===== config.mk =====
export PLATFORM = sky130hd
export DESIGN_NAME = tvg_cmdq
export DESIGN_NICKNAME = d
export VERILOG_FILES = /design/src/sv/tvg_pkg.sv /design/src/sv/tvg_cmdq.sv
export SDC_FILE = /design/constraint.sdc
export NUM_CORES = 1
export LEC_CHECK = 0
export BUFFER_PORTS_ARGS = -buffer_cell sky130_fd_sc_hd__buf_4
export CORE_UTILIZATION = 44
export CTS_CLUSTER_SIZE = 16
export DETAILED_ROUTE_END_ITERATION = 10
export HOLD_SLACK_MARGIN = 0.12
export PLACE_DENSITY = 0.8
export SLEW_MARGIN = 20
export SYNTH_ARGS = -nofsm -noshare
export SYNTH_HDL_FRONTEND = slang
export SYNTH_SLANG_ARGS = --single-unit

===== constraint.sdc =====
create_clock -name clk_i -period 1.4 [get_ports clk_i]
set_input_delay 0 -clock clk_i [delete_from_list [all_inputs] [get_ports clk_i]]
set_output_delay 0 -clock clk_i [all_outputs]
set_load 0.03 [all_outputs]

===== src/sv/tvg_pkg.sv =====
// Shared types and constants of the three-valued gate evaluation engine.
// Command classes, gate codes and the control word between front and back.
// No dependencies.
`default_nettype none

package tvg_pkg;

  // Port field widths
  localparam int unsigned NET_FIELD_W = 10;
  localparam int unsigned KIND_W      = 4;
  localparam int unsigned FANIN_W     = 3;
  localparam int unsigned RAIL_PORT_W = 64;

  // Source net fields on the command port
  localparam int unsigned SRC_FIELDS = 4;
  localparam int unsigned SRC_SEL_W  = $clog2(SRC_FIELDS);

  // Largest fanin honored by AND/OR type gates
  localparam int unsigned MAX_FANIN   = 4;
  localparam int unsigned FANIN_LIMIT = (MAX_FANIN < SRC_FIELDS) ? MAX_FANIN : SRC_FIELDS;
  localparam int unsigned CNT_W       = $clog2(SRC_FIELDS + 1);

  // Default sizes of the net store
  localparam int unsigned NET_COUNT_DEF    = 1024;
  localparam int unsigned PATTERN_BITS_DEF = 64;

  // Command queue between front and back
  localparam int unsigned CMDQ_DEPTH = 2;

  typedef enum logic {
    FN_LOAD = 1'b0,
    FN_EVAL = 1'b1
  } func_e;

  typedef enum logic [KIND_W-1:0] {
    GK_BRANCH = 4'd0,
    GK_BUF    = 4'd1,
    GK_INV    = 4'd2,
    GK_AND    = 4'd3,
    GK_NAND   = 4'd4,
    GK_OR     = 4'd5,
    GK_NOR    = 4'd6,
    GK_XOR    = 4'd7,
    GK_XNOR   = 4'd8
  } gate_kind_e;

  typedef enum logic [2:0] {
    OP_LOAD = 3'd0,
    OP_COPY = 3'd1,
    OP_AND  = 3'd2,
    OP_OR   = 3'd3,
    OP_XOR  = 3'd4
  } op_e;

  // Decoded command: operation class, output inversion, number of source reads
  typedef struct packed {
    op_e              op;
    logic             inv;
    logic [CNT_W-1:0] reads;
  } cmd_ctrl_t;

endpackage

`default_nettype wire


===== src/sv/tvg_cmdq.sv =====
// Small command queue between the front decoder and the back sequencer.
// Depends on tvg_pkg for the default depth.
`default_nettype none

module tvg_cmdq import tvg_pkg::*; #(
  parameter int unsigned Width = 8,
  parameter int unsigned Depth = CMDQ_DEPTH,
  localparam int unsigned PtrW = (Depth > 1) ? $clog2(Depth) : 1,
  localparam int unsigned CntW = $clog2(Depth + 1)
) (
  input  logic             clk_i,
  input  logic             rst_ni,
  input  logic             push_i,
  input  logic [Width-1:0] wdata_i,
  output logic             full_o,
  input  logic             pop_i,
  output logic             valid_o,
  output logic [Width-1:0] rdata_o
);

  logic [Width-1:0] mem_q [Depth];
  logic [PtrW-1:0]  wr_ptr_q, wr_ptr_d;
  logic [PtrW-1:0]  rd_ptr_q, rd_ptr_d;
  logic [CntW-1:0]  cnt_q, cnt_d;
  logic             do_push, do_pop;

  assign full_o  = (cnt_q == CntW'(Depth));
  assign valid_o = (cnt_q != '0);
  assign rdata_o = mem_q[rd_ptr_q];
  assign do_push = push_i && !full_o;
  assign do_pop  = pop_i && valid_o;

  // Advance pointers with wrap, track fill level
  always_comb begin
    wr_ptr_d = wr_ptr_q;
    rd_ptr_d = rd_ptr_q;
    cnt_d    = cnt_q;
    if (do_push) begin
      wr_ptr_d = (wr_ptr_q == PtrW'(Depth - 1)) ? '0 : wr_ptr_q + PtrW'(1);
    end
    if (do_pop) begin
      rd_ptr_d = (rd_ptr_q == PtrW'(Depth - 1)) ? '0 : rd_ptr_q + PtrW'(1);
    end
    if (do_push && !do_pop) begin
      cnt_d = cnt_q + CntW'(1);
    end else if (do_pop && !do_push) begin
      cnt_d = cnt_q - CntW'(1);
    end
  end

  always_ff @(posedge clk_i or negedge rst_ni) begin
    if (!rst_ni) begin
      wr_ptr_q <= '0;
      rd_ptr_q <= '0;
      cnt_q    <= '0;
    end else begin
      wr_ptr_q <= wr_ptr_d;
      rd_ptr_q <= rd_ptr_d;
      cnt_q    <= cnt_d;
    end
  end

  // Store entry
  always_ff @(posedge clk_i) begin
    if (do_push) begin
      mem_q[wr_ptr_q] <= wdata_i;
    end
  end

endmodule

`default_nettype wire


==> impl_metrics.csv <==
group,metric,value,unit
run_status,status,"complete, but fails checks",
run_status,violations,"DRC",
critical_path,critPathSlowestCell,"dfrtp_2",
synthesis,syn_nets,57,
synthesis,yosys.area.top_type,"edfxtp_1",
pwr,p_sw,851,uW
synthesis,yosysSeqAreaShare,73.9,%
layout,fillers,110,
hold_path,min_path_type,"input port to flip-flop",
clock_tree,cts_made_buffers,3,
layout,nets,99,
timing,relSlewSlack,74.6,%
critical_path,crit_buf_inv,0,
timing,period_share,96.8,%
pwr,power_density,2070,nW/um^2
global_routing,grt_pass1_wl,2040,um
pwr,power,2490,uW
timing,worstMarginPinSlew,0.380,ns
critical_path,startpoint,"cnt_q[1]",
layout,drive_gt1_share,44.7,%
die,die_height,44.3,um
critical_path,cp_data_required_time,1.58,ns
critical_path,critical_path.cell_chain,"or2_4, nand2_4, ha_4, xor2_1, nor2_1, xor2_1",
synthesis,synth_common_cells,"16 x edfxtp_1, 8 x mux2_1, 4 x dfrtp_1, 3 x xnor2_1",
pwr,switching_share,34.1,%
route,num_vias,483,
synthesis,synthArstFlopShare,20.0,%
synthesis,postSynthCellCount,44,
job,maxCapViolations,0,
layout,diodes,0,
die,die_x,44.3,um
synthesis,synth_cell_types,14,
synthesis,synth_edf_count,16,
global_routing,antenna_found_initial,0,
synthesis,synth-main-ff-cell,"edfxtp_1",
critical_path,r2r-start,"cnt_q[1]",
critical_path,end_kind,"flip-flop",
timing,fin_crit,1.35,ns
global_routing,grt_max_degree,13,
critical_path,crit_type,"flip-flop to flip-flop",
die,ios,22,
pwr,power.internal,1640,uW
route,dr.pass1.iters,6,
pwr,seqPwrFrac,38.2,%
synthesis,synth-seq-cells,20,
synthesis,syn-cell-area,786,um^2
timing,setup_violations,0,
timing,fin_worst_skew,0.0126,ns
synthesis,syn_area_per_cell,17.9,um^2
hold_path,min_from,"wdata_i[1]",
layout,area_delta_synth_final,52.9,%
die,core_area,1590,um^2
clock_tree,clock_path_buffers,2,
timing,rsz0062_at_grt,"yes",
placed_design,gp_congestion,0.664,
clock_tree,root_buffer,"clkbuf_4",
global_routing,track_usage,15.1,%
critical_path,worstPathMaxFanout,3,
timing,hold_ws,0.415,ns
placed_design,port_buffers,21,
die,die_area,1960,um^2
clock_tree,insertion_delay,0.30,ns
pwr,p_comb_share,43.2,%
timing,fmax,738,MHz
route,ant_nets,0,
die,initial_utilization,49.3,%
timing,drv_slew,0,
timing,hold_viol,0,
route,avgRoutedWirePerCell,12.2,um
synthesis,synth.area.top_cells,"edfxtp_1 61%, dfrtp_1 13%, mux2_1 11%",
clock_tree,cts.sinks,20,
clock_tree,cts.clk_slew.worst_paths,0.12,ns
route,drc_errors,3,
clock_tree,h-tree-depth,1,
route,wirelength,1330,um
clock_tree,cts_tree,"built",
global_routing,grt_pass1_vias,448,
die,rows,14,
critical_path,cp_slowest_stage_delay,0.45,ns
critical_path,crit_family,"flip-flops",
route,viasPerCell,4.43,
synthesis,yosys.area.top_type_share,61.1,%
synthesis,synth_warnings,0,
critical_path,crit_top_cell,"xor2_1",
pwr,power_frac_clock,18.5,%
global_routing,grt.overflow.total,0,
synthesis,yosysMostFrequentCell,"edfxtp_1",
pwr,ir_drop,1530,uV
pwr,p_leak,0.000497,uW
critical_path,worst_ep_arrival_time,1.53,ns
timing,layout_setup_ws,0.0455,ns
route,drtIter0Drc,13,
critical_path,start_kind,"flip-flop",
placed_design,place_ws,0.0283,ns
timing repair:
item                                    4_1_cts  5_1_grt
endpoints found under the setup margin        8        7
setup buffers                                 0        1
hold endpoints to repair                     23        0
gates resized for setup                       1        5
pin swaps                                     0        4
hold buffers                                 12        0
final timing paths:
| path | endpoint | slack (ns) | depth (start not counted) |
|---|---|---|---|
| hold / removal | mem_q[1][1] | 0.41 | 2 |
| setup reg to reg | cnt_q[1] | 0.05 | 6 |
| max in group asynchronous | rd_ptr_q | 0.60 | 3 |
| hold reg to reg | wr_ptr_q | 0.52 | 1 |
| min in group asynchronous | wr_ptr_q | 0.59 | 3 |
| setup / recovery | cnt_q[1] | 0.05 | 6 |
logic make-up (layout without fill, tap and decap cells):
logic type / after synthesis / count (layout) / share of synthesized area, %
xor gates and xnor gates: 5 / 5 / 5.57
adders and majority gates: 1 / 1 / 1.59
buffers and inverters: 3 / 44 / 1.59
DFF: 20 / 20 / 73.9
muxes: 8 / 8 / 11.5
and+or+nand+nor: 7 / 7 / 5.89
registers in the layout, indices dropped and copies added (netlist names):
signal    flops
mem_q        16
cnt_q         2
rd_ptr_q      1
wr_ptr_q      1
placed cells by master, fill, tap and decap left out:
| master | netlist | final |
|---|---|---|
| edfxtp_1 | 16 | 16 |
| dfrtp_1 | 4 | 2 |
| xor2_1 | 2 | 2 |
| bufinv_16 | 0 | 1 |
| nor2_1 | 2 | 2 |
| nand2_2 | 1 | 1 |
| nand2_4 | 1 | 1 |
| xnor2_1 | 3 | 3 |
| inv_2 | 0 | 1 |
| ha_4 | 0 | 1 |
| nand2b_4 | 0 | 1 |
| or2_4 | 1 | 1 |
| dlygate4sd3_1 | 0 | 12 |
| clkbuf_4 | 0 | 3 |
| dfrtp_2 | 0 | 2 |
| inv_1 | 2 | 1 |
| and3_1 | 1 | 1 |
| mux2_1 | 8 | 8 |
| buf_4 | 0 | 26 |
through the flow:
step	instances	area [um^2]	util (%)	setup TNS, ns
2_1_floorplan	44	786	-	0
3_3_place_gp	92	998	62.6	0
3_5_place_dp	92	998	62.6	0
4_1_cts	108	1170	73.5	0
5_1_grt	109	1200	75.4	-0.0334
6_report	109	1200	75.4	0
metal layers:
metal	global-route usage, %	share of wire (%)	vias to the layer above	routed length [um]
li1	-	-	236	-
met3	3.67	4.4	2	58
met2	24.1	48	14	646
met5	0	0	-	0
met4	7.27	2.0	0	27
met1	19.3	45	231	598
final cells by class:
type | instances | area (um^2) | share of cell area [%]
clock inverter | 1 | 30.0 | 2.50
inverter | 2 | 7.51 | 0.625
multi-input combinational | 21 | 213 | 17.7
timing repair buffer | 38 | 315 | 26.3
sequential | 20 | 583 | 48.5
tap | 24 | 30.0 | 2.50
clock buffer | 3 | 22.5 | 1.88
power by group through the flow:
| stage | sequential (uW) | clock [uW] | combinational [uW] |
|---|---|---|---|
| after floorplan | 895 | 0 | 684 |
| after global routing | 971 | 502 | 1140 |
| after CTS | 948 | 475 | 1010 |
| final | 953 | 462 | 1080 |
| after global placement | 946 | 0 | 974 |
| after detailed placement | 957 | 0 | 985 |
No activity file was read; power rests on OpenSTA's default activity.
