===== config.mk =====
export PLATFORM = sky130hd
export DESIGN_NAME = tvg_front
export DESIGN_NICKNAME = d
export VERILOG_FILES = /design/src/sv/tvg_pkg.sv /design/src/sv/tvg_front.sv
export SDC_FILE = /design/constraint.sdc
export NUM_CORES = 1
export LEC_CHECK = 0
export BUFFER_PORTS_ARGS = -buffer_cell sky130_fd_sc_hd__buf_2
export CAP_MARGIN = 20
export CORE_AREA = 2 2 144 146
export DETAILED_ROUTE_END_ITERATION = 12
export DIE_AREA = 0 0 146 148
export MAX_ROUTING_LAYER = met4
export PLACE_DENSITY_LB_ADDON = 0.1
export RECOVER_POWER = 100
export SLEW_MARGIN = 20
export SYNTH_ARGS = -nofsm -noshare
export SYNTH_HDL_FRONTEND = slang
export SYNTH_SLANG_ARGS = --single-unit

===== constraint.sdc =====
create_clock -name vclk -period 2.9
set_input_delay 0.435 -clock vclk [all_inputs]
set_output_delay 0.435 -clock vclk [all_outputs]
set_load 0.02 [all_outputs]

===== src/sv/tvg_pkg.sv =====
// Shared types and constants of the three-valued gate evaluation engine.
// Command classes, gate codes and the control word between front and back.
// No dependencies.
`default_nettype none

package tvg_pkg;

  // Port field widths
  localparam int unsigned NET_FIELD_W = 10;
  localparam int unsigned KIND_W      = 4;
  localparam int unsigned FANIN_W     = 3;
  localparam int unsigned RAIL_PORT_W = 64;

  // Source net fields on the command port
  localparam int unsigned SRC_FIELDS = 4;
  localparam int unsigned SRC_SEL_W  = $clog2(SRC_FIELDS);

  // Largest fanin honored by AND/OR type gates
  localparam int unsigned MAX_FANIN   = 4;
  localparam int unsigned FANIN_LIMIT = (MAX_FANIN < SRC_FIELDS) ? MAX_FANIN : SRC_FIELDS;
  localparam int unsigned CNT_W       = $clog2(SRC_FIELDS + 1);

  // Default sizes of the net store
  localparam int unsigned NET_COUNT_DEF    = 1024;
  localparam int unsigned PATTERN_BITS_DEF = 64;

  // Command queue between front and back
  localparam int unsigned CMDQ_DEPTH = 2;

  typedef enum logic {
    FN_LOAD = 1'b0,
    FN_EVAL = 1'b1
  } func_e;

  typedef enum logic [KIND_W-1:0] {
    GK_BRANCH = 4'd0,
    GK_BUF    = 4'd1,
    GK_INV    = 4'd2,
    GK_AND    = 4'd3,
    GK_NAND   = 4'd4,
    GK_OR     = 4'd5,
    GK_NOR    = 4'd6,
    GK_XOR    = 4'd7,
    GK_XNOR   = 4'd8
  } gate_kind_e;

  typedef enum logic [2:0] {
    OP_LOAD = 3'd0,
    OP_COPY = 3'd1,
    OP_AND  = 3'd2,
    OP_OR   = 3'd3,
    OP_XOR  = 3'd4
  } op_e;

  // Decoded command: operation class, output inversion, number of source reads
  typedef struct packed {
    op_e              op;
    logic             inv;
    logic [CNT_W-1:0] reads;
  } cmd_ctrl_t;

endpackage

`default_nettype wire


===== src/sv/tvg_front.sv =====
// Front decoder: classifies a command, reduces net indices into the store
// and saturates the fanin. Depends on tvg_pkg.
`default_nettype none

module tvg_front import tvg_pkg::*; #(
  parameter int unsigned NetCount    = NET_COUNT_DEF,
  parameter int unsigned PatternBits = PATTERN_BITS_DEF,
  localparam int unsigned IdxW = $clog2(NetCount)
) (
  input  logic                             func_i,
  input  logic [KIND_W-1:0]                gate_kind_i,
  input  logic [NET_FIELD_W-1:0]           out_net_i,
  input  logic [NET_FIELD_W-1:0]           src_net_a_i,
  input  logic [NET_FIELD_W-1:0]           src_net_b_i,
  input  logic [NET_FIELD_W-1:0]           src_net_c_i,
  input  logic [NET_FIELD_W-1:0]           src_net_d_i,
  input  logic [FANIN_W-1:0]               fanin_count_i,
  input  logic [RAIL_PORT_W-1:0]           load_xrail_i,
  input  logic [RAIL_PORT_W-1:0]           load_prail_i,
  output cmd_ctrl_t                        ctrl_o,
  output logic [IdxW-1:0]                  dst_o,
  output logic [SRC_FIELDS-1:0][IdxW-1:0]  src_o,
  output logic [PatternBits-1:0]           ldx_o,
  output logic [PatternBits-1:0]           ldp_o
);

  // Reduce a raw net field modulo the store depth by restoring subtraction
  function automatic logic [IdxW-1:0] reduce_net(input logic [NET_FIELD_W-1:0] raw);
    logic [31:0] r;
    logic [31:0] step;
    r = 32'(raw);
    for (int k = NET_FIELD_W - 1; k >= 0; k--) begin
      step = 32'(NetCount) << k;
      if (r >= step) begin
        r = r - step;
      end
    end
    return r[IdxW-1:0];
  endfunction

  gate_kind_e       kind;
  logic [CNT_W-1:0] fanin_sat;

  assign kind = gate_kind_e'(gate_kind_i);

  // Net indices
  assign dst_o    = reduce_net(out_net_i);
  assign src_o[0] = reduce_net(src_net_a_i);
  assign src_o[1] = reduce_net(src_net_b_i);
  assign src_o[2] = reduce_net(src_net_c_i);
  assign src_o[3] = reduce_net(src_net_d_i);

  // Load words trimmed to the pattern width
  assign ldx_o = load_xrail_i[PatternBits-1:0];
  assign ldp_o = load_prail_i[PatternBits-1:0];

  // Zero fanin counts as one, large fanin saturates
  always_comb begin
    if (fanin_count_i == '0) begin
      fanin_sat = CNT_W'(1);
    end else if (CNT_W'(fanin_count_i) > CNT_W'(FANIN_LIMIT)) begin
      fanin_sat = CNT_W'(FANIN_LIMIT);
    end else begin
      fanin_sat = CNT_W'(fanin_count_i);
    end
  end

  // Classify the command
  always_comb begin
    ctrl_o.inv   = kind inside {GK_INV, GK_NAND, GK_NOR, GK_XNOR};
    ctrl_o.op    = OP_COPY;
    ctrl_o.reads = CNT_W'(1);
    case (kind)
      GK_AND, GK_NAND: begin
        ctrl_o.op    = OP_AND;
        ctrl_o.reads = fanin_sat;
      end
      GK_OR, GK_NOR: begin
        ctrl_o.op    = OP_OR;
        ctrl_o.reads = fanin_sat;
      end
      GK_XOR, GK_XNOR: begin
        ctrl_o.op    = OP_XOR;
        ctrl_o.reads = CNT_W'(2);
      end
      default: begin
        ctrl_o.op    = OP_COPY;
        ctrl_o.reads = CNT_W'(1);
      end
    endcase
    if (func_e'(func_i) == FN_LOAD) begin
      ctrl_o.op    = OP_LOAD;
      ctrl_o.inv   = 1'b0;
      ctrl_o.reads = '0;
    end
  end

endmodule

`default_nettype wire


==> results of run 1 <==
[routing by layer]
metal / track usage
met5: -
met4: 0.0481
met3: 0.0216
met2: 0.0417
met1: 0.00948
[cells in the mapped netlist]
| cell | count | area (sq um) |
|---|---|---|
| a22o_1 | 1 | 8.76 |
| nand2_1 | 2 | 7.51 |
| o21ai_0 | 1 | 5.00 |
| and3b_2 | 1 | 10.0 |
| buf_4 | 178 | 1340 |
| a21oi_1 | 1 | 5.00 |
| nand2b_1 | 1 | 6.26 |
| nand3b_1 | 1 | 7.51 |
| xnor2_1 | 2 | 17.5 |
| and4b_2 | 1 | 11.3 |
| and4bb_2 | 1 | 12.5 |
| o311a_1 | 1 | 10.0 |
| inv_1 | 1 | 3.75 |
| nor3_1 | 2 | 10.0 |
| o21ai_2 | 1 | 8.76 |
| and2_1 | 1 | 6.26 |
| nor4bb_1 | 1 | 10.0 |
| or4b_4 | 1 | 13.8 |
| or2b_2 | 1 | 8.76 |
| a31oi_1 | 1 | 6.26 |
[through the flow]
stage / instance area (sq um) / cells / util
2_1_floorplan: 1510 / 200 / -
3_3_place_gp: 582 / 307 / 0.0290
3_5_place_dp: 582 / 307 / 0.0290
4_1_cts: 582 / 307 / 0.0290
5_1_grt: 571 / 307 / 0.0285
[kinds of logic after synthesis]
family                    Yosys count
AOI/OAI and AO/OA                   6
xor gates and xnor gates            2
buffers and inverters             179
and+or+nand+nor                    13
==> flow_summary.yaml, run 1 <==
placement:
  pre_cts_slack_ps: 949
  dp_hpwl_um: 2700
  io_buffers: 15
  gp_congestion: 0.568
floorplanning:
  dieWidth_um: 146
  die_y_um: 148
  pin_count: 371
  placementRows: 52
  start_util: 0.0751
global_routing:
  grtUsageTotal: 0.0266
  grt_overflow_total: 0
  grt_pass1_vias: 571
  grt_pass1_wl_um: 4170
  antenna_found_initial: 0
  grt_max_degree: 10
status:
  tool.error: "[ERROR DRT-0255] Maze Route cannot find path of net load_prail_i[45] in worker of routeBox ( 96600 0 ) ( 146000 48300 )."
  stop_stage: "5_2_route"
  outcome: "aborted with a tool error"
synthesis:
  synth_xor_area_frac: 0.0116
  synthSimpleGateAreaFrac: 0.0690
  synth_top_family_by_area: "buffers and inverters"
  synth_compound_area_frac: 0.0291
  syn_nets: 386
  synthAdderAreaFrac: 0
  yosysWarnings: 0
  syn_inst: 200
  synth_area_sq_um: 1510
  synth-seq-area-share: 0
  syn_avg_cell_area_sq_um: 7.53
  synthMuxAreaShare: 0
  synth_cell_types: 20
cts:
  cts_hold_buf: 0
  post-cts-setup-buffer-count: 0
  cts_resized: 0
==> run 2: changes to the inputs <==
--- a/config.mk
+++ b/config.mk
@@ -10,8 +10,7 @@
 export CORE_AREA = 2 2 144 146
 export DETAILED_ROUTE_END_ITERATION = 12
 export DIE_AREA = 0 0 146 148
-export MAX_ROUTING_LAYER = met4
-export PLACE_DENSITY_LB_ADDON = 0.1
+export PLACE_DENSITY_LB_ADDON = 0.15
 export RECOVER_POWER = 100
 export SLEW_MARGIN = 20
 export SYNTH_ARGS = -nofsm -noshare
==> run 2 against run 1 <==
- the flow now finishes without violations
- area after synthesis did not move
- global-route usage decreased by 0.45 points
- synthesized cell count did not move
==> flow_summary.yaml, run 2 <==
sta:
  rsz0062_at_grt: "no"
  setup_violations: 0
  period_needed_ps: 2030
  maxSlewViolCount: 0
  hold_viol_final: 0
  tns_ps: 0
  max-slew-margin-rel: 0.825
  timing.final.crit_share: 0.701
  worst_pin_slew_ps: 259
  max_freq_mhz: 492
detailed_routing:
  drtIter0Drc: 7
  drt-total-wl_um: 2950
  ant_nets: 0
  dr.pass1.iters: 2
  avgViaCountPerCell: 1.66
  vias: 511
  route.detailed.drc: 0
  wl_per_cell_um: 9.62
synthesis:
  synthTopCellsByArea: "buf_4 (89%), xnor2_1 (1.2%), or4b_4 (0.91%)"
  synth_cell_types: 20
  yosys.area.top_type_share: 0.888
  syn_inst: 200
  syn_avg_cell_area_sq_um: 7.53
  synth_area_sq_um: 1510
  yosysTopAreaCell: "buf_4"
  syn_nets: 386
  synth_common_cells: "buf_4 (178), nand2_1 (2), nor3_1 (2), xnor2_1 (2)"
  yosysWarnings: 0
  yosysMostFrequentCell: "buf_4"
  synth-seq-area-share: 0
final_layout:
  antenna_cells: 0
  stdcell_count: 307
  final_common_cell: "buf_2"
  syn_to_final_growth_pct: -61.9
  clock_buffers: 0
  nets: 225
  finish.utilization: 0.0286
  final_cell_mix: "buf_2 (8), clkbuf_1 (7), nand2_1 (2), xnor2_1 (2), nor3_1 (2)"
  drive_gt1_frac: 0.378
  design_area_sq_um: 573
  n_sequential_cell: 0
  area.sequential_sq_um: 0
placement:
  dp_hpwl_um: 2420
  place_area_sq_um: 582
  io_buffers: 15
  dp_cells: 307
  gp_congestion: 0.626
power:
  pwr-share-seq: 0
  leakagePower_nw: 0.107
  p_clk_frac: 0
  powerDensity_nw_per_um2: 68.0
  p_comb_frac: 1.000
  power_switching_mw: 0.0236
  p_sw_frac: 0.605
  ir_worst_vdd_mv: 0.0283
  p_int_mw: 0.0154
critical_path:
  crit_type: "in -> out"
  cp-start-kind: "input pin"
  cp_max_fo: 6
  required_ps: 2470
  startpoint: "gate_kind_i[1]"
  arrival_ps: 1600
  cp-end-kind: "output pin"
  worstSetupEndpoint: "ctrl_o[1]"
global_routing:
  grt_max_degree: 10
  grt_pass1_wl_um: 3660
  antenna_found_initial: 0
  grtUsageTotal: 0.0221
  grt_overflow_total: 0
  grt_pass1_vias: 571
floorplanning:
  dieArea_sq_um: 21600
  die_y_um: 148
  pin_count: 371
  dieWidth_um: 146
  placementRows: 52
  start_util: 0.0751
  coreArea_sq_um: 20000
status:
  outcome: "complete, no violations"
cts:
  cts_hold_buf: 0
  post-cts-setup-buffer-count: 0
  cts_resized: 0
hold_path:
  hold_start: "load_prail_i[24]"
  hold_class: "in -> out"
flow_run:
  cap_violations: 0
[run 2: cell counts after synthesis]
Identical to the previous run, type by type.
[run 2: layer usage]
metal	global-route usage	wire length (um)	part of all wire
met1	0.00632	331	0.11
met2	0.0295	1090	0.37
met3	0.0188	744	0.25
met4	0.0578	792	0.27
met5	0	0	0
[run 2: how the worst min path moves through the flow]
stage                     slack, ps   endpoint  cells after the start
after floorplan                 950  ctrl_o[3]                      1
after global placement          870   dst_o[5]                      0
after detailed placement        870   dst_o[5]                      0
after CTS                       870   dst_o[5]                      0
after global routing            870  ldp_o[27]                      0
final                           870  ldp_o[24]                      0
[run 2: through the flow]
stage	setup WS [ps]	hold slack, ps	power [mW]
6_report	867	870	0.0389
5_1_grt	815	870	0.0429
4_1_cts	931	870	0.0411
3_5_place_dp	940	870	0.0409
3_3_place_gp	948	870	0.0421
2_1_floorplan	1170	955	0.380
[run 2: final cells by class]
cell class	count	area, sq um
multi-input cells	21	165
well taps	270	338
inverters	1	3.75
fillers	2460	19500
repair buffers	15	66.3
[run 2: power by group through the flow]
stage,sequential [mW],clock [mW],combinational (mW)
global placement,0,0,0.0421
CTS,0,0,0.0411
detailed placement,0,0,0.0409
floorplan,0,0,0.380
finish,0,0,0.0389
global route,0,0,0.0429
[run 2: worst max-delay path: stages]
cell	delay (ps)
buf_2	130
or4b_4	540
o21ai_2	90
a22o_1	170
clkbuf_1	230
[run 2: logic make-up after synthesis]
family / share of synthesized area
buffers and inverters: 0.890
and+or+nand+nor: 0.0690
AOI/OAI and AO/OA: 0.0291
xor gates and xnor gates: 0.0116
(Power assumes the default switching activity.)
