**src/sv/tvg_pkg.sv**
```systemverilog
// Shared types and constants of the three-valued gate evaluation engine.
// Command classes, gate codes and the control word between front and back.
// No dependencies.
`default_nettype none

package tvg_pkg;

  // Port field widths
  localparam int unsigned NET_FIELD_W = 10;
  localparam int unsigned KIND_W      = 4;
  localparam int unsigned FANIN_W     = 3;
  localparam int unsigned RAIL_PORT_W = 64;

  // Source net fields on the command port
  localparam int unsigned SRC_FIELDS = 4;
  localparam int unsigned SRC_SEL_W  = $clog2(SRC_FIELDS);

  // Largest fanin honored by AND/OR type gates
  localparam int unsigned MAX_FANIN   = 4;
  localparam int unsigned FANIN_LIMIT = (MAX_FANIN < SRC_FIELDS) ? MAX_FANIN : SRC_FIELDS;
  localparam int unsigned CNT_W       = $clog2(SRC_FIELDS + 1);

  // Default sizes of the net store
  localparam int unsigned NET_COUNT_DEF    = 1024;
  localparam int unsigned PATTERN_BITS_DEF = 64;

  // Command queue between front and back
  localparam int unsigned CMDQ_DEPTH = 2;

  typedef enum logic {
    FN_LOAD = 1'b0,
    FN_EVAL = 1'b1
  } func_e;

  typedef enum logic [KIND_W-1:0] {
    GK_BRANCH = 4'd0,
    GK_BUF    = 4'd1,
    GK_INV    = 4'd2,
    GK_AND    = 4'd3,
    GK_NAND   = 4'd4,
    GK_OR     = 4'd5,
    GK_NOR    = 4'd6,
    GK_XOR    = 4'd7,
    GK_XNOR   = 4'd8
  } gate_kind_e;

  typedef enum logic [2:0] {
    OP_LOAD = 3'd0,
    OP_COPY = 3'd1,
    OP_AND  = 3'd2,
    OP_OR   = 3'd3,
    OP_XOR  = 3'd4
  } op_e;

  // Decoded command: operation class, output inversion, number of source reads
  typedef struct packed {
    op_e              op;
    logic             inv;
    logic [CNT_W-1:0] reads;
  } cmd_ctrl_t;

endpackage

`default_nettype wire

```
**src/sv/tvg_back.sv**
```systemverilog
// Back sequencer: reads source nets one per cycle, folds them into the gate
// value, writes the output net and holds the result. Depends on tvg_pkg.
`default_nettype none

module tvg_back import tvg_pkg::*; #(
  parameter int unsigned NetCount    = NET_COUNT_DEF,
  parameter int unsigned PatternBits = PATTERN_BITS_DEF,
  localparam int unsigned IdxW = $clog2(NetCount)
) (
  input  logic                            clk_i,
  input  logic                            rst_ni,
  // command queue head
  input  logic                            q_valid_i,
  output logic                            q_pop_o,
  input  cmd_ctrl_t                       q_ctrl_i,
  input  logic [IdxW-1:0]                 q_dst_i,
  input  logic [SRC_FIELDS-1:0][IdxW-1:0] q_src_i,
  input  logic [PatternBits-1:0]          q_ldx_i,
  input  logic [PatternBits-1:0]          q_ldp_i,
  // net store
  output logic                            ram_we_o,
  output logic [IdxW-1:0]                 ram_waddr_o,
  output logic [2*PatternBits-1:0]        ram_wdata_o,
  output logic                            ram_re_o,
  output logic [IdxW-1:0]                 ram_raddr_o,
  input  logic [2*PatternBits-1:0]        ram_rdata_i,
  // result slot
  output logic                            out_valid_o,
  input  logic                            out_pop_i,
  output logic [IdxW-1:0]                 out_net_o,
  output logic [PatternBits-1:0]          out_x_o,
  output logic [PatternBits-1:0]          out_p_o
);

  typedef enum logic [2:0] {
    S_IDLE = 3'b001,
    S_READ = 3'b010,
    S_DONE = 3'b100
  } state_e;

  state_e                          state_q, state_d;
  cmd_ctrl_t                       ctrl_q, ctrl_d;
  logic [IdxW-1:0]                 dst_q, dst_d;
  logic [SRC_FIELDS-1:0][IdxW-1:0] src_q, src_d;
  logic [PatternBits-1:0]          ldx_q, ldx_d, ldp_q, ldp_d;
  logic [CNT_W-1:0]                rd_cnt_q, rd_cnt_d;
  logic                            rd_vld_q, rd_vld_d;
  logic                            have_q, have_d;
  logic [PatternBits-1:0]          acc_x_q, acc_x_d, acc_p_q, acc_p_d;
  logic                            out_vld_q, out_vld_d;
  logic [IdxW-1:0]                 out_net_q, out_net_d;
  logic [PatternBits-1:0]          out_x_q, out_x_d, out_p_q, out_p_d;

  logic [PatternBits-1:0]          rd_x, rd_p;
  logic [PatternBits-1:0]          step_x, step_p;
  logic [PatternBits-1:0]          val_x, val_p;
  logic [PatternBits-1:0]          fin_x, fin_p;
  logic                            out_free;

  assign rd_x = ram_rdata_i[2*PatternBits-1:PatternBits];
  assign rd_p = ram_rdata_i[PatternBits-1:0];

  // Fold the arriving source word into the running gate value
  always_comb begin
    step_x = rd_x;
    step_p = rd_p;
    if (have_q) begin
      case (ctrl_q.op)
        OP_AND: begin
          step_x = acc_x_q & rd_x;
          step_p = acc_p_q | rd_p;
        end
        OP_OR: begin
          step_x = acc_x_q | rd_x;
          step_p = acc_p_q & rd_p;
        end
        OP_XOR: begin
          step_x = (acc_x_q & rd_p) | (acc_p_q & rd_x);
          step_p = (acc_p_q | rd_x) & (acc_x_q | rd_p);
        end
        default: begin
          step_x = rd_x;
          step_p = rd_p;
        end
      endcase
    end
  end

  // Final value: load words or gate value, rails swapped for inversion
  always_comb begin
    if (ctrl_q.op == OP_LOAD) begin
      val_x = ldx_q;
      val_p = ldp_q;
    end else begin
      val_x = step_x;
      val_p = step_p;
    end
    fin_x = ctrl_q.inv ? val_p : val_x;
    fin_p = ctrl_q.inv ? val_x : val_p;
  end

  assign out_free = !out_vld_q || out_pop_i;

  // Sequencer
  always_comb begin
    state_d   = state_q;
    ctrl_d    = ctrl_q;
    dst_d     = dst_q;
    src_d     = src_q;
    ldx_d     = ldx_q;
    ldp_d     = ldp_q;
    rd_cnt_d  = rd_cnt_q;
    rd_vld_d  = rd_vld_q;
    have_d    = have_q;
    acc_x_d   = acc_x_q;
    acc_p_d   = acc_p_q;
    out_vld_d = out_vld_q;
    out_net_d = out_net_q;
    out_x_d   = out_x_q;
    out_p_d   = out_p_q;
    q_pop_o   = 1'b0;
    ram_we_o  = 1'b0;
    ram_re_o  = 1'b0;

    // drop the result once taken
    if (out_pop_i && out_vld_q) begin
      out_vld_d = 1'b0;
    end

    case (state_q)
      S_IDLE: begin
        if (q_valid_i) begin
          q_pop_o  = 1'b1;
          ctrl_d   = q_ctrl_i;
          dst_d    = q_dst_i;
          src_d    = q_src_i;
          ldx_d    = q_ldx_i;
          ldp_d    = q_ldp_i;
          rd_cnt_d = '0;
          rd_vld_d = 1'b0;
          have_d   = 1'b0;
          state_d  = (q_ctrl_i.op == OP_LOAD) ? S_DONE : S_READ;
        end
      end
      S_READ: begin
        ram_re_o = 1'b1;
        rd_cnt_d = rd_cnt_q + CNT_W'(1);
        rd_vld_d = 1'b1;
        if (rd_vld_q) begin
          acc_x_d = step_x;
          acc_p_d = step_p;
          have_d  = 1'b1;
        end
        if (rd_cnt_q == ctrl_q.reads - CNT_W'(1)) begin
          state_d = S_DONE;
        end
      end
      S_DONE: begin
        // last source word stays on the read port until the slot frees
        if (out_free) begin
          ram_we_o  = 1'b1;
          out_vld_d = 1'b1;
          out_net_d = dst_q;
          out_x_d   = fin_x;
          out_p_d   = fin_p;
          rd_vld_d  = 1'b0;
          state_d   = S_IDLE;
        end
      end
      default: begin
        state_d = S_IDLE;
      end
    endcase
  end

  assign ram_raddr_o = src_q[rd_cnt_q[SRC_SEL_W-1:0]];
  assign ram_waddr_o = dst_q;
  assign ram_wdata_o = {fin_x, fin_p};

  always_ff @(posedge clk_i or negedge rst_ni) begin
    if (!rst_ni) begin
      state_q   <= S_IDLE;
      rd_cnt_q  <= '0;
      rd_vld_q  <= 1'b0;
      have_q    <= 1'b0;
      out_vld_q <= 1'b0;
    end else begin
      state_q   <= state_d;
      rd_cnt_q  <= rd_cnt_d;
      rd_vld_q  <= rd_vld_d;
      have_q    <= have_d;
      out_vld_q <= out_vld_d;
    end
  end

  // Payload registers
  always_ff @(posedge clk_i) begin
    ctrl_q    <= ctrl_d;
    dst_q     <= dst_d;
    src_q     <= src_d;
    ldx_q     <= ldx_d;
    ldp_q     <= ldp_d;
    acc_x_q   <= acc_x_d;
    acc_p_q   <= acc_p_d;
    out_net_q <= out_net_d;
    out_x_q   <= out_x_d;
    out_p_q   <= out_p_d;
  end

  assign out_valid_o = out_vld_q;
  assign out_net_o   = out_net_q;
  assign out_x_o     = out_x_q;
  assign out_p_o     = out_p_q;

endmodule

`default_nettype wire

```
**config.mk**
```make
export PLATFORM = sky130hd
export DESIGN_NAME = tvg_back
export DESIGN_NICKNAME = d
export VERILOG_FILES = /design/src/sv/tvg_pkg.sv /design/src/sv/tvg_back.sv
export SDC_FILE = /design/constraint.sdc
export NUM_CORES = 1
export LEC_CHECK = 0
export BUFFER_PORTS_ARGS = -buffer_cell sky130_fd_sc_hd__buf_2
export CORE_ASPECT_RATIO = 0.5
export CORE_MARGIN = 10
export CORE_UTILIZATION = 38
export DETAILED_ROUTE_END_ITERATION = 8
export HOLD_SLACK_MARGIN = 0.02
export PLACE_DENSITY = 0.65
export SLEW_MARGIN = 10
export SYNTH_ARGS = -nofsm -noshare
export SYNTH_HDL_FRONTEND = slang
export SYNTH_SLANG_ARGS = --single-unit
```
**constraint.sdc**
```tcl
create_clock -name clk_i -period 8.15 [get_ports clk_i]
set_input_delay 0.4075 -clock clk_i [delete_from_list [all_inputs] [get_ports clk_i]]
set_output_delay 0.4075 -clock clk_i [all_outputs]
set_load 0.01 [all_outputs]
```
==> run summary <==
WL/cell -> 23.9 µm
I/O Buffers -> 606
layout cells sized above 1 -> 0.292
Worst-Margin Slew -> 1.13 ns
DR vias -> 19200
HP Class -> in2reg
Critical Path AT -> 4.09 ns
Rows -> 62
Synth Instances -> 1721
largest family of logic cells by synthesized area -> compound AO/OA/AOI/OAI gates
Required @ worst endpoint -> 7.74 ns
top_reg_cell synth -> edfxtp_1
clock power share -> 0.307
clock latency on the worst-skew pair -> 0.58 ns
hold buffers post-CTS -> 185
Post-synth EDFFs -> 451
H-tree level count -> 2
clock buffer depth -> 3
DRT Pass-1 Iters -> 7
max frequency -> 222 MHz
Startpoint Class -> flop
hold path depth -> 1
total congestion overflow -> 0
GRT Resource Usage Total -> 0.210
Worst VDD drop -> 0.190 mV
Post-Route WL -> 78200 µm
Post-Synth Simple-Gate Area -> 0.0359
Post-Synth Adder-Cell Area -> 0.0223
Mapped Nets -> 2040
Die ar. -> 0.0692 mm²
vias in the first global route -> 18500
relative slew slack -> 0.249
final instance area -> 0.0294 mm²
pin count of the biggest net entering global routing -> 130
Final nets -> 2762
unrepaired setup endpoints after global routing -> no
Synth Area in Compound Gates -> 0.279
clock tree sinks -> 460
critical path peak fanout -> 69
Filler Cell Count -> 4923
crit path kind -> reg2out
number of synthesis warnings -> 0
FF+latch area -> 0.0138 mm²
final setup vio count -> 0
Synth Area per Inst -> 12.9 µm²
XOR/XNOR share of the synthesized area -> 0.00219
Critical Path Sink Type -> output port
Resized cells post-CTS -> 0
synth top area cells -> edfxtp_1, o22ai_1, a21o_1
status -> finished, final reports clean
Starting Density -> 0.386
clock skew -> 0.0225 ns
Sw Share -> 0.316
synth unique cells -> 55
Starting DRT DRC Count -> 1755
Area growth syn-to-layout -> 32.1%
DIE HEIGHT -> 191 µm
Netlist Area Pre-Place -> 0.0222 mm²
Cell Area, Placed -> 0.0258 mm²
post-synth top area share -> 0.609
crit share post-route -> 0.552
Worst R2R Path Depth -> 6
Net Switching -> 2.40 mW
final setup TNS -> 0 ns
hpwl dp -> 53000 µm
Leakage Power -> 10.9 nW
Hold Fails Final Rpt -> 0
register bit total from synthesis -> 460
internal power -> 5.19 mW
Die Span X -> 362 µm
initial antenna violation count -> 36
Ports -> 607
Via density -> 5.85
TritonCTS Buffers -> 44
post-route DRC violation count -> 0
register area share after synthesis -> 0.619
number of max-cap violations -> 0
multiplexer share of the synthesized area -> 0.0111
fin. max-slew vios -> 0
first-pass GRT wire length -> 114000 µm
Pwr Density -> 258 mW/mm²
Clock transition at path regs -> 0.07 ns
min Tclk post-route -> 4.49 ns
GP Congestion -> 0.837
Gate power share -> 0.268
asr flop ratio synth -> 0.0196
sequential share of power -> 0.425
multi-input logic area -> 0.00783 mm²
Core ar. -> 0.0576 mm²
ANT nets after route -> 0
CTS tree -> done
largest area contributor in the netlist -> edfxtp_1
Root Buffer -> clkbuf_16
Setup Fix Bufs, Post-CTS -> 0
-- cells in the final DEF (no fill, tap or decap), types with 10 or more instances in the layout --
| master | Yosys | routed |
|---|---|---|
| nor2_1 | 94 | 94 |
| diode_2 | 0 | 30 |
| o22a_1 | 18 | 18 |
| o22ai_1 | 184 | 184 |
| a211oi_1 | 55 | 55 |
| bufinv_16 | 0 | 11 |
| a21boi_0 | 55 | 55 |
| mux4_2 | 10 | 10 |
| o2bb2ai_1 | 47 | 47 |
| nand2_1 | 52 | 52 |
| and2_1 | 17 | 16 |
| dlygate4sd3_1 | 0 | 185 |
| a21o_1 | 110 | 110 |
| a2111oi_0 | 32 | 32 |
| inv_1 | 15 | 13 |
| maj3_1 | 47 | 47 |
| o31a_1 | 18 | 18 |
| a22oi_1 | 64 | 64 |
| clkbuf_16 | 0 | 45 |
| buf_4 | 3 | 19 |
| a31oi_1 | 40 | 40 |
| o32ai_1 | 71 | 71 |
| edfxtp_1 | 451 | 451 |
| a221oi_1 | 39 | 39 |
| o21ai_0 | 116 | 116 |
| buf_2 | 48 | 606 |
-- worst max-delay path, stage by stage (launching register included) --
cell      delay [ns]
edfxtp_1        0.35
buf_4           0.46
buf_4           0.72
o21ai_1         0.47
a31oi_1         0.31
a211oi_1        0.14
o32ai_1         0.66
buf_2           0.26
-- layer usage --
metal	GRT usage	share of wire	up-vias
li1	-	-	8742
met1	0.240	0.37	9686
met2	0.398	0.56	616
met3	0.0280	0.044	127
met4	0.0787	0.028	6
met5	0	0.00045	-
-- layout make-up --
cell class,count,share of cell area
clock buffer,53,0.0394
sequential,460,0.469
multi-input combinational,1110,0.267
inverter,15,0.00226
tap,768,0.0327
antenna,30,0.00256
timing repair buffer,812,0.173
clock inverter,28,0.0148
-- power groups by stage --
stage          Combinational, mW  Sequential, mW  Clock [mW]
2_1_floorplan               1.15            3.29           0
3_3_place_gp                1.92            3.26           0
3_5_place_dp                1.96            3.27           0
4_1_cts                     2.04            3.22        2.37
5_1_grt                     2.19            3.26        2.46
6_report                    2.03            3.23        2.33
-- registers in the layout (all words and copies together), names as in the netlist --
signal,flops
ldx_q,64
rd_vld_q,1
ldp_q,64
out_x_o,64
src_q,40
out_valid_o,1
rd_cnt_q,3
out_p_o,64
ram_waddr_o,10
state_q,3
have_q,1
acc_x_q,64
out_net_o,10
acc_p_q,64
ctrl_q,7
-- through the flow --
stage               setup slack (ns)  cells  hold slack (ns)   util  total power [mW]
floorplan                       3.15   1721            0.112      -              4.45
global placement                4.44   2980            0.275  0.448              5.18
detailed placement              4.42   2980            0.276  0.448              5.22
CTS                             3.79   3246           0.0424  0.508              7.62
global route                    3.43   3274           0.0506  0.509              7.91
finish                          3.66   3276           0.0741  0.509              7.59
-- synth_stat cells, types with 5 or more instances --
cell and number:
buf_2 48, o31a_1 18, buf_1 6, a2111oi_0 32, clkbuf_1 74, nand2_1 52
and2_1 17, a211oi_1 55, o32ai_1 71, o22ai_1 184, nor2_1 94, mux4_2 10
a31oi_1 40, a221oi_1 39, a21boi_0 55, o21ai_0 116, o2bb2ai_1 47, dfrtp_1 8
maj3_1 47, o22a_1 18, edfxtp_1 451, a22oi_1 64, a21o_1 110, buf_6 5
inv_1 15
-- logic make-up after synthesis --
group | count (synthesis)
xor gates and xnor gates | 4
muxes | 12
buffers and inverters | 151
DFF | 460
adders and majority gates | 49
AOI/OAI and AO/OA | 863
and+or+nand+nor | 182
-- worst paths after layout --
kind,startpoint,end,slack (ns)
worst max-delay path,ctrl_q[4],ram_wdata_o[101],3.66
worst min-delay path,q_ldp_i[36],ldp_q[36],0.07
worst max register to register,ctrl_q[4],out_x_o[37],4.62
worst min register to register,ram_waddr_o[8],out_net_o[8],0.45
max in group asynchronous,rst_ni,state_q[0],7.65
min in group asynchronous,rst_ni,have_q,0.25
Note: power is estimated with default switching activity, not from simulation.
